[config.mk]
export PLATFORM = sky130hd
export DESIGN_NAME = perturb_observe_charge_controller
export DESIGN_NICKNAME = d
export VERILOG_FILES = /design/src/rtl/poc_pkg.sv /design/src/rtl/perturb_observe_charge_controller.sv
export SDC_FILE = /design/constraint.sdc
export NUM_CORES = 1
export LEC_CHECK = 0
export ABC_AREA = 1
export BUFFER_PORTS_ARGS = -buffer_cell sky130_fd_sc_hd__buf_4
export CAP_MARGIN = 20
export CORE_ASPECT_RATIO = 2
export CORE_MARGIN = 8
export CORE_UTILIZATION = 35
export DETAILED_ROUTE_END_ITERATION = 6
export SYNTH_ARGS = -nofsm -noshare
export SYNTH_HDL_FRONTEND = slang
export SYNTH_SLANG_ARGS = --single-unit
[constraint.sdc]
create_clock -name clk -period 11.15 [get_ports clk]
set_input_delay 1.6725 -clock clk [delete_from_list [all_inputs] [get_ports clk]]
set_output_delay 1.6725 -clock clk [all_outputs]
set_load 0.005 [all_outputs]
[src/rtl/poc_pkg.sv]
`timescale 1ns / 1ps
`default_nettype none
// ----------------------------------------------------------------------------
// poc_pkg: shared definitions for the perturb-and-observe charge controller
// widths, reset values, opcode, phase and register codes, duty step helpers
// ----------------------------------------------------------------------------
package poc_pkg;

    localparam int SAMPLE_BITS = 10;
    localparam int DUTY_BITS   = 9;
    localparam int STEP_BITS   = 6;
    localparam int POWER_BITS  = 2 * SAMPLE_BITS;
    localparam int CFG_BITS    = (SAMPLE_BITS > DUTY_BITS) ? SAMPLE_BITS : DUTY_BITS;
    localparam int CFG_IDX_BITS = 3;

    // reset values of the configuration registers
    localparam logic [STEP_BITS-1:0]   STEP_RST       = STEP_BITS'(5);
    localparam logic [DUTY_BITS-1:0]   HIGH_LIMIT_RST = DUTY_BITS'(498);
    localparam logic [DUTY_BITS-1:0]   LOW_LIMIT_RST  = DUTY_BITS'(50);
    localparam logic [DUTY_BITS-1:0]   MAINT_DUTY_RST = DUTY_BITS'(250);
    localparam logic [SAMPLE_BITS-1:0] FULL_THRESH_RST = SAMPLE_BITS'(646);
    localparam logic [DUTY_BITS-1:0]   START_DUTY_RST = DUTY_BITS'(260);

    // item opcodes
    localparam logic [1:0] OP_PANEL   = 2'd0;
    localparam logic [1:0] OP_BATTERY = 2'd1;
    localparam logic [1:0] OP_TICK    = 2'd2;

    // phase codes as seen on the result port
    localparam logic [1:0] PHASE_CODE_UP    = 2'd0;
    localparam logic [1:0] PHASE_CODE_DOWN  = 2'd1;
    localparam logic [1:0] PHASE_CODE_CHECK = 2'd2;
    localparam logic [1:0] PHASE_CODE_MAINT = 2'd3;

    // configuration register indexes
    localparam logic [CFG_IDX_BITS-1:0] CFG_STEP        = 3'd0;
    localparam logic [CFG_IDX_BITS-1:0] CFG_HIGH_LIMIT  = 3'd1;
    localparam logic [CFG_IDX_BITS-1:0] CFG_LOW_LIMIT   = 3'd2;
    localparam logic [CFG_IDX_BITS-1:0] CFG_MAINT_DUTY  = 3'd3;
    localparam logic [CFG_IDX_BITS-1:0] CFG_FULL_THRESH = 3'd4;
    localparam logic [CFG_IDX_BITS-1:0] CFG_START_DUTY  = 3'd5;

    typedef enum logic [3:0] {
        PH_UP    = 4'b0001,
        PH_DOWN  = 4'b0010,
        PH_CHECK = 4'b0100,
        PH_MAINT = 4'b1000
    } phase_t;

    // up step, refused if it would reach the high limit
    function automatic logic [DUTY_BITS-1:0] step_up(
        input logic [DUTY_BITS-1:0] d,
        input logic [STEP_BITS-1:0] step,
        input logic [DUTY_BITS-1:0] high
    );
        logic [DUTY_BITS:0] t;
        t = {1'b0, d} + (DUTY_BITS + 1)'(step);
        return (t >= {1'b0, high}) ? d : t[DUTY_BITS-1:0];
    endfunction

    // down step, refused if it would fall to the low limit or below
    function automatic logic [DUTY_BITS-1:0] step_down(
        input logic [DUTY_BITS-1:0] d,
        input logic [STEP_BITS-1:0] step,
        input logic [DUTY_BITS-1:0] low
    );
        logic [DUTY_BITS:0] lim;
        lim = {1'b0, low} + (DUTY_BITS + 1)'(step);
        return ({1'b0, d} <= lim) ? d : (d - DUTY_BITS'(step));
    endfunction

endpackage
`default_nettype wire

[src/rtl/perturb_observe_charge_controller.sv]
`timescale 1ns / 1ps
`default_nettype none
// ----------------------------------------------------------------------------
// perturb_observe_charge_controller: solar charge controller, pwm duty output
// perturb-and-observe tracking with up and down trials, tick-started battery
// checks and a fixed maintenance duty once the battery is full
// ----------------------------------------------------------------------------
//
//  channel   handshake            payload
//  -------   ------------------   ---------------------------------------------
//  input     in_valid/in_ready    opcode, panel_current, panel_voltage,
//                                 battery_voltage
//  result    out_valid/out_ready  duty, phase, battery_full, sample_ignored
//  config    cfg_write            cfg_index, cfg_data (no handshake, no read)
//
//  an accepted item is held in the input register, then passes through the
//  multiply, compare and duty step logic into the result register. a new
//  item is taken every cycle while results drain.
//  a stalled result holds both stages; in_ready drops only when the input
//  register is full and cannot move on.
//  reset is asynchronous, active low; config registers return to defaults.
//
module perturb_observe_charge_controller (
    input  wire logic                              clk,
    input  wire logic                              rst_n,
    // configuration
    input  wire logic                              cfg_write,
    input  wire logic [poc_pkg::CFG_IDX_BITS-1:0]  cfg_index,
    input  wire logic [poc_pkg::CFG_BITS-1:0]      cfg_data,
    // input items
    input  wire logic                              in_valid,
    output logic                                   in_ready,
    input  wire logic [1:0]                        opcode,
    input  wire logic [poc_pkg::SAMPLE_BITS-1:0]   panel_current,
    input  wire logic [poc_pkg::SAMPLE_BITS-1:0]   panel_voltage,
    input  wire logic [poc_pkg::SAMPLE_BITS-1:0]   battery_voltage,
    // result items
    output logic                                   out_valid,
    input  wire logic                              out_ready,
    output logic [poc_pkg::DUTY_BITS-1:0]          duty,
    output logic [1:0]                             phase,
    output logic                                   battery_full,
    output logic                                   sample_ignored
);
    import poc_pkg::*;

    // configuration registers
    // start duty only matters at reset, which loads its default, so a write
    // to it has no lasting effect and is not stored
    logic [STEP_BITS-1:0]   step_reg;
    logic [DUTY_BITS-1:0]   high_limit_reg;
    logic [DUTY_BITS-1:0]   low_limit_reg;
    logic [DUTY_BITS-1:0]   maint_duty_reg;
    logic [SAMPLE_BITS-1:0] full_thresh_reg;

    // controller state
    logic [DUTY_BITS-1:0]   base_duty_reg,  base_duty_next;
    phase_t                 phase_reg,      phase_next;
    logic [POWER_BITS-1:0]  up_power_reg,   up_power_next;
    logic                   pending_reg,    pending_next;
    logic                   full_reg,       full_next;

    // input stage
    logic                   s1_valid_reg;
    logic [1:0]             s1_opcode_reg;
    logic [SAMPLE_BITS-1:0] s1_current_reg;
    logic [SAMPLE_BITS-1:0] s1_voltage_reg;
    logic [SAMPLE_BITS-1:0] s1_battery_reg;

    // result stage
    logic                   out_valid_reg;
    logic [DUTY_BITS-1:0]   duty_reg,       duty_next;
    logic [1:0]             phase_code_reg, phase_code_next;
    logic                   full_out_reg;
    logic                   ignored_reg,    ignored_next;

    logic                   in_fire;
    logic                   out_advance;
    logic                   s1_fire;
    logic [POWER_BITS-1:0]  power;
    logic [DUTY_BITS-1:0]   duty_up;
    logic [DUTY_BITS-1:0]   duty_down;
    logic [DUTY_BITS-1:0]   duty_down2;

    // ---------------------------------------------------------------- handshake
    // result register frees up when empty or being taken this cycle
    assign out_advance = !out_valid_reg || out_ready;
    assign s1_fire     = s1_valid_reg && out_advance;
    assign in_ready    = !s1_valid_reg || out_advance;
    assign in_fire     = in_valid && in_ready;

    // ---------------------------------------------------------------- config
    always_ff @(posedge clk or negedge rst_n)
    begin
        if (!rst_n)
        begin
            step_reg        <= STEP_RST;
            high_limit_reg  <= HIGH_LIMIT_RST;
            low_limit_reg   <= LOW_LIMIT_RST;
            maint_duty_reg  <= MAINT_DUTY_RST;
            full_thresh_reg <= FULL_THRESH_RST;
        end
        else if (cfg_write)
        begin
            case (cfg_index)
                CFG_STEP:        step_reg        <= cfg_data[STEP_BITS-1:0];
                CFG_HIGH_LIMIT:  high_limit_reg  <= cfg_data[DUTY_BITS-1:0];
                CFG_LOW_LIMIT:   low_limit_reg   <= cfg_data[DUTY_BITS-1:0];
                CFG_MAINT_DUTY:  maint_duty_reg  <= cfg_data[DUTY_BITS-1:0];
                CFG_FULL_THRESH: full_thresh_reg <= cfg_data[SAMPLE_BITS-1:0];
                default:         ; // start duty and unused indexes
            endcase
        end
    end

    // ---------------------------------------------------------------- datapath
    // trial power, and the three possible steps of the base duty in parallel
    assign power      = POWER_BITS'(s1_current_reg) * POWER_BITS'(s1_voltage_reg);
    assign duty_up    = step_up(base_duty_reg, step_reg, high_limit_reg);
    assign duty_down  = step_down(base_duty_reg, step_reg, low_limit_reg);
    assign duty_down2 = step_down(duty_down, step_reg, low_limit_reg);

    always_comb
    begin
        base_duty_next = base_duty_reg;
        phase_next     = phase_reg;
        up_power_next  = up_power_reg;
        pending_next   = pending_reg;
        full_next      = full_reg;
        ignored_next   = 1'b0;

        case (s1_opcode_reg)
            OP_PANEL:
            begin
                if (phase_reg == PH_UP)
                begin
                    up_power_next = power;
                    phase_next    = PH_DOWN;
                end
                else if (phase_reg == PH_DOWN)
                begin
                    // strictly more power on the down trial: two steps down
                    base_duty_next = (power > up_power_reg) ? duty_down2 : duty_up;
                    // end of round: serve a pending tick
                    if (pending_reg)
                    begin
                        pending_next = 1'b0;
                        phase_next   = PH_CHECK;
                    end
                    else
                    begin
                        phase_next = PH_UP;
                    end
                end
                else
                begin
                    ignored_next = 1'b1;
                end
            end
            OP_BATTERY:
            begin
                if (phase_reg == PH_CHECK)
                begin
                    full_next = (s1_battery_reg >= full_thresh_reg);
                    if (s1_battery_reg >= full_thresh_reg)
                    begin
                        base_duty_next = maint_duty_reg;
                        phase_next     = PH_MAINT;
                    end
                    else
                    begin
                        phase_next = PH_UP;
                    end
                end
                else
                begin
                    ignored_next = 1'b1;
                end
            end
            OP_TICK:
            begin
                // in maintenance the check starts at once
                if (phase_reg == PH_MAINT)
                    phase_next = PH_CHECK;
                else
                    pending_next = 1'b1;
            end
            default:
            begin
                ignored_next = 1'b1;
            end
        endcase

        // drive the duty that belongs to the new phase
        case (phase_next)
            PH_UP:
            begin
                duty_next       = step_up(base_duty_next, step_reg, high_limit_reg);
                phase_code_next = PHASE_CODE_UP;
            end
            PH_DOWN:
            begin
                duty_next       = step_down(base_duty_next, step_reg, low_limit_reg);
                phase_code_next = PHASE_CODE_DOWN;
            end
            PH_CHECK:
            begin
                duty_next       = '0;
                phase_code_next = PHASE_CODE_CHECK;
            end
            default:
            begin
                duty_next       = base_duty_next;
                phase_code_next = PHASE_CODE_MAINT;
            end
        endcase
    end

    // ---------------------------------------------------------------- control
    always_ff @(posedge clk or negedge rst_n)
    begin
        if (!rst_n)
        begin
            s1_valid_reg  <= 1'b0;
            out_valid_reg <= 1'b0;
            base_duty_reg <= START_DUTY_RST;
            phase_reg     <= PH_UP;
            up_power_reg  <= '0;
            pending_reg   <= 1'b0;
            full_reg      <= 1'b0;
        end
        else
        begin
            if (in_fire)
                s1_valid_reg <= 1'b1;
            else if (s1_fire)
                s1_valid_reg <= 1'b0;

            if (s1_fire)
                out_valid_reg <= 1'b1;
            else if (out_ready)
                out_valid_reg <= 1'b0;

            // state moves only as an item passes into the result register
            if (s1_fire)
            begin
                base_duty_reg <= base_duty_next;
                phase_reg     <= phase_next;
                up_power_reg  <= up_power_next;
                pending_reg   <= pending_next;
                full_reg      <= full_next;
            end
        end
    end

    // ---------------------------------------------------------------- payload
    always_ff @(posedge clk)
    begin
        if (in_fire)
        begin
            s1_opcode_reg  <= opcode;
            s1_current_reg <= panel_current;
            s1_voltage_reg <= panel_voltage;
            s1_battery_reg <= battery_voltage;
        end
        if (s1_fire)
        begin
            duty_reg       <= duty_next;
            phase_code_reg <= phase_code_next;
            full_out_reg   <= full_next;
            ignored_reg    <= ignored_next;
        end
    end

    assign out_valid      = out_valid_reg;
    assign duty           = duty_reg;
    assign phase          = phase_code_reg;
    assign battery_full   = full_out_reg;
    assign sample_ignored = ignored_reg;

endmodule
`default_nettype wire
==> results_dict.tcl <==
set metrics [dict create \
    synth_cell_type_count 49 \
    fin_util_pct 40.2 \
    ys_top_cells_by_area "ha_1 17%, nand2_1 12%, dfrtp_1 11%" \
    gp_congestion 0.996 \
    synth_top_family_by_area "adder cells" \
    setup_violations 0 \
    internal_power_uw 2220 \
    grt_pass1_vias 11300 \
    dieArea_um2 42600 \
    fp.dieH_um 284 \
    grt_pass1_wl_mm 58.6 \
    synthArstFlopShare_pct 64.0 \
    slew_viol_final 0 \
    yosysTopAreaCell "ha_1" \
    regArea_um2 3380 \
    muxShareOfSynthArea_pct 0 \
    netlist.area_leader.share_pct 16.5 \
    slew_headroom_pct 33.7 \
    cpMostUsedCell "nand2_1" \
    largest_reg_flops 20 \
    multiInputGateArea_um2 7830 \
    synthCells 1628 \
    grt_overflow 0 \
    slowest_stage "edfxtp_1" \
    clock-root-buffer "clkbuf_16" \
    path_buf_inv 9 \
    final_nets 1983 \
    synthSimpleGateAreaFrac_pct 20.4 \
    switching_power_uw 2560 \
    clk_path_buf_depth 2 \
    crit_path_max_incr_delay_ns 0.60 \
    ys_warn_count 0 \
    crit_type "flop to flop" \
    initial_utilization_pct 35.4 \
    synth_compound_gate_area_share_pct 11.4 \
    wl_mm 37.5 \
    antenna_found_initial 0 \
    rows 98 \
    synth.yosys.seq_area_share_pct 26.9 \
    pwr-share-seq_pct 15.8 \
    drive_above_1_share_pct 11.6 \
    htreeDepth 4 \
    drc 0 \
    crit_family "adder cells" \
    areaGrowthSynthToFinish_pct 13.6 \
    ant_nets 0 \
    cts_sinks 125 \
    cp.required_ns 11.35 \
    hold_class "flop to flop" \
    hpwl_mm 31.1 \
    synth-seq-cells 125 \
    clock.fmax_mhz 97.0 \
    p_sw_share_pct 53.5 \
    end_kind "flop" \
    synth_enable_flop_cells 45 \
    cp.arrival_ns 10.51 \
    startpoint_type "flop" \
    p_clk_share_pct 11.6 \
    cts.clk_slew.worst_paths_ns 0.06 \
    worst_pin_slew_ns 0.994 \
    hold_violations 0 \
    tritoncts "done" \
    die_w_um 150 \
    synth_area_per_cell_um2 7.72 \
    grt_usage_pct 18.1 \
    cts_hold_buf 0 \
    port_buffers 64 \
    fin_crit_ns 10.31 \
    fin_skew_ns 0.0117 \
    n_fill_cell 3699 \
    top_level_ports 65 \
    ir_drop_v 0.000230 \
    worstPathMaxFanout 10 \
    synth-main-ff-cell "dfrtp_1" \
    netlist_area_um2 12600 \
    p_leak_uw 0.00765 \
    grt_start_max_net_pins 74 \
    num_antenna_cells 0 \
    dr.first_iter.drc_count 609 \
    outcome "complete, no violations" \
    fin_ws_ns 0.841 \
    drv_cap 0 \
    p_per_area_nw_per_um2 335 \
    first_pass_iters 5 \
    vias 10900 \
    comb_power_share_pct 72.6 \
    stdcell_count 2162 \
    syn_nets 1912 \
    dp_cells 2107 \
    coreArea_um2 35600 \
    clk_latency_ns 0.45 \
    post-place-ws_ns 0.458 \
    via_per_inst 5.04 \
    cts-buffers-inserted 17 \
    timing.final.crit_share_pct 92.5 \
    synthXorXnorAreaFrac_pct 3.00 \
    route.detailed.wl_per_inst_um 17.4 \
    whs_ns 0.481 \
    synth_fa_ha_area_share_pct 27.3 \
]
## layout by cell type (no fill, tap or decap), types with 4 or more instances in the layout
master,n
nand2_1,399
inv_1,307
ha_1,166
o21ai_0,117
buf_4,95
a21oi_1,90
nand3_1,73
fa_1,68
nor2_1,61
dfrtp_1,56
edfxtp_1,45
xor2_1,30
dfstp_2,24
nand4_1,22
clkbuf_16,17
o211ai_1,15
nor3_1,12
xnor2_1,12
nand2_2,10
inv_2,10
o21ai_1,8
nand3_2,6
o21bai_1,5
inv_8,5
nor2_2,4
a22oi_1,4
o22ai_1,4
or2_2,4
inv_6,4
## power groups by stage
| stage | Combinational, uW | Sequential [uW] | Clock, uW |
|---|---|---|---|
| 2_1_floorplan | 2550 | 699 | 0 |
| 6_report | 3470 | 757 | 554 |
| 3_5_place_dp | 3370 | 767 | 0 |
| 4_1_cts | 3410 | 759 | 568 |
| 5_1_grt | 3960 | 772 | 580 |
| 3_3_place_gp | 3310 | 766 | 0 |
## Yosys cell counts (2+ instances only)
cell type	number
nand3_2	6
nor2_1	62
o221ai_1	2
nand4_1	22
edfxtp_1	45
dfrtp_1	56
inv_1	308
fa_1	68
buf_2	5
a21oi_1	90
a21o_1	3
o21ai_0	117
ha_1	166
inv_2	10
nand2_1	399
clkbuf_1	36
nand2_4	2
o21ai_1	8
o211ai_1	15
nor3_1	13
o22ai_1	4
clkinv_1	2
o21bai_1	5
xnor2_1	13
nor2_2	4
nand2_2	10
o31ai_1	4
or2_2	4
xor2_1	30
a31o_2	2
a22oi_1	4
dfstp_2	24
nand3_1	73
## worst reg2reg max path, delay by kind of cell, from the launching register on
kind | cells | cell delay, ns
simple gates | 26 | 3.12
flops | 1 | 0.60
buf+inv | 9 | 0.79
compound gates | 11 | 1.41
fa+ha+maj | 9 | 4.00
xor+xnor | 1 | 0.15
## cell families (layout without fill, tap and decap cells)
kind of cell | Yosys count | in the layout
buffers and inverters | 363 | 447
AOI/OAI and AO/OA | 261 | 261
adders and majority gates | 234 | 234
xor gates and xnor gates | 43 | 43
DFF | 125 | 125
and+or+nand+nor | 602 | 602
## final timing paths
path	from	to	slack, ns	cells past startpoint
max	s1_voltage_reg[5]	duty[7]	0.84	56
min	up_power_reg[10]	up_power_reg[10]	0.48	2
max reg2reg	s1_voltage_reg[5]	duty[7]	0.84	56
min reg2reg	up_power_reg[10]	up_power_reg[10]	0.48	2
max in group asynchronous	rst_n	base_duty_reg[1]	8.91	2
min in group asynchronous	rst_n	low_limit_reg[3]	1.03	1
## area by class of cell
type	count	share of cell area, %
clock buffer	18	3.08
clock inverter	14	0.990
inverter	320	8.44
multi-input combinational	1140	54.9
sequential	125	23.7
tap	450	3.94
timing repair buffer	95	4.99
## routing by layer
| metal | global-route usage [%] | vias to the layer above | part of all wire [%] |
|---|---|---|---|
| li1 | - | 5358 | - |
| met1 | 15.3 | 5126 | 32 |
| met2 | 35.2 | 279 | 56 |
| met3 | 2.38 | 140 | 2.6 |
| met4 | 16.1 | 0 | 9.5 |
| met5 | 0 | - | 0 |
## repair_timing
| item | CTS | global route |
|---|---|---|
| gates resized for setup | 0 | 5 |
| setup endpoints to repair | 0 | 9 |
| setup buffers | 0 | 23 |
## metrics by stage
stage	total power [uW]	setup TNS, ns	cell area, um2
after global placement	4070	0	13500
after detailed placement	4140	0	13500
after global routing	5320	-0.00147	14300
after floorplan	3250	0	12600
final	4780	0	14300
after CTS	4730	0	14100
Power figures use the tool's default switching activity.
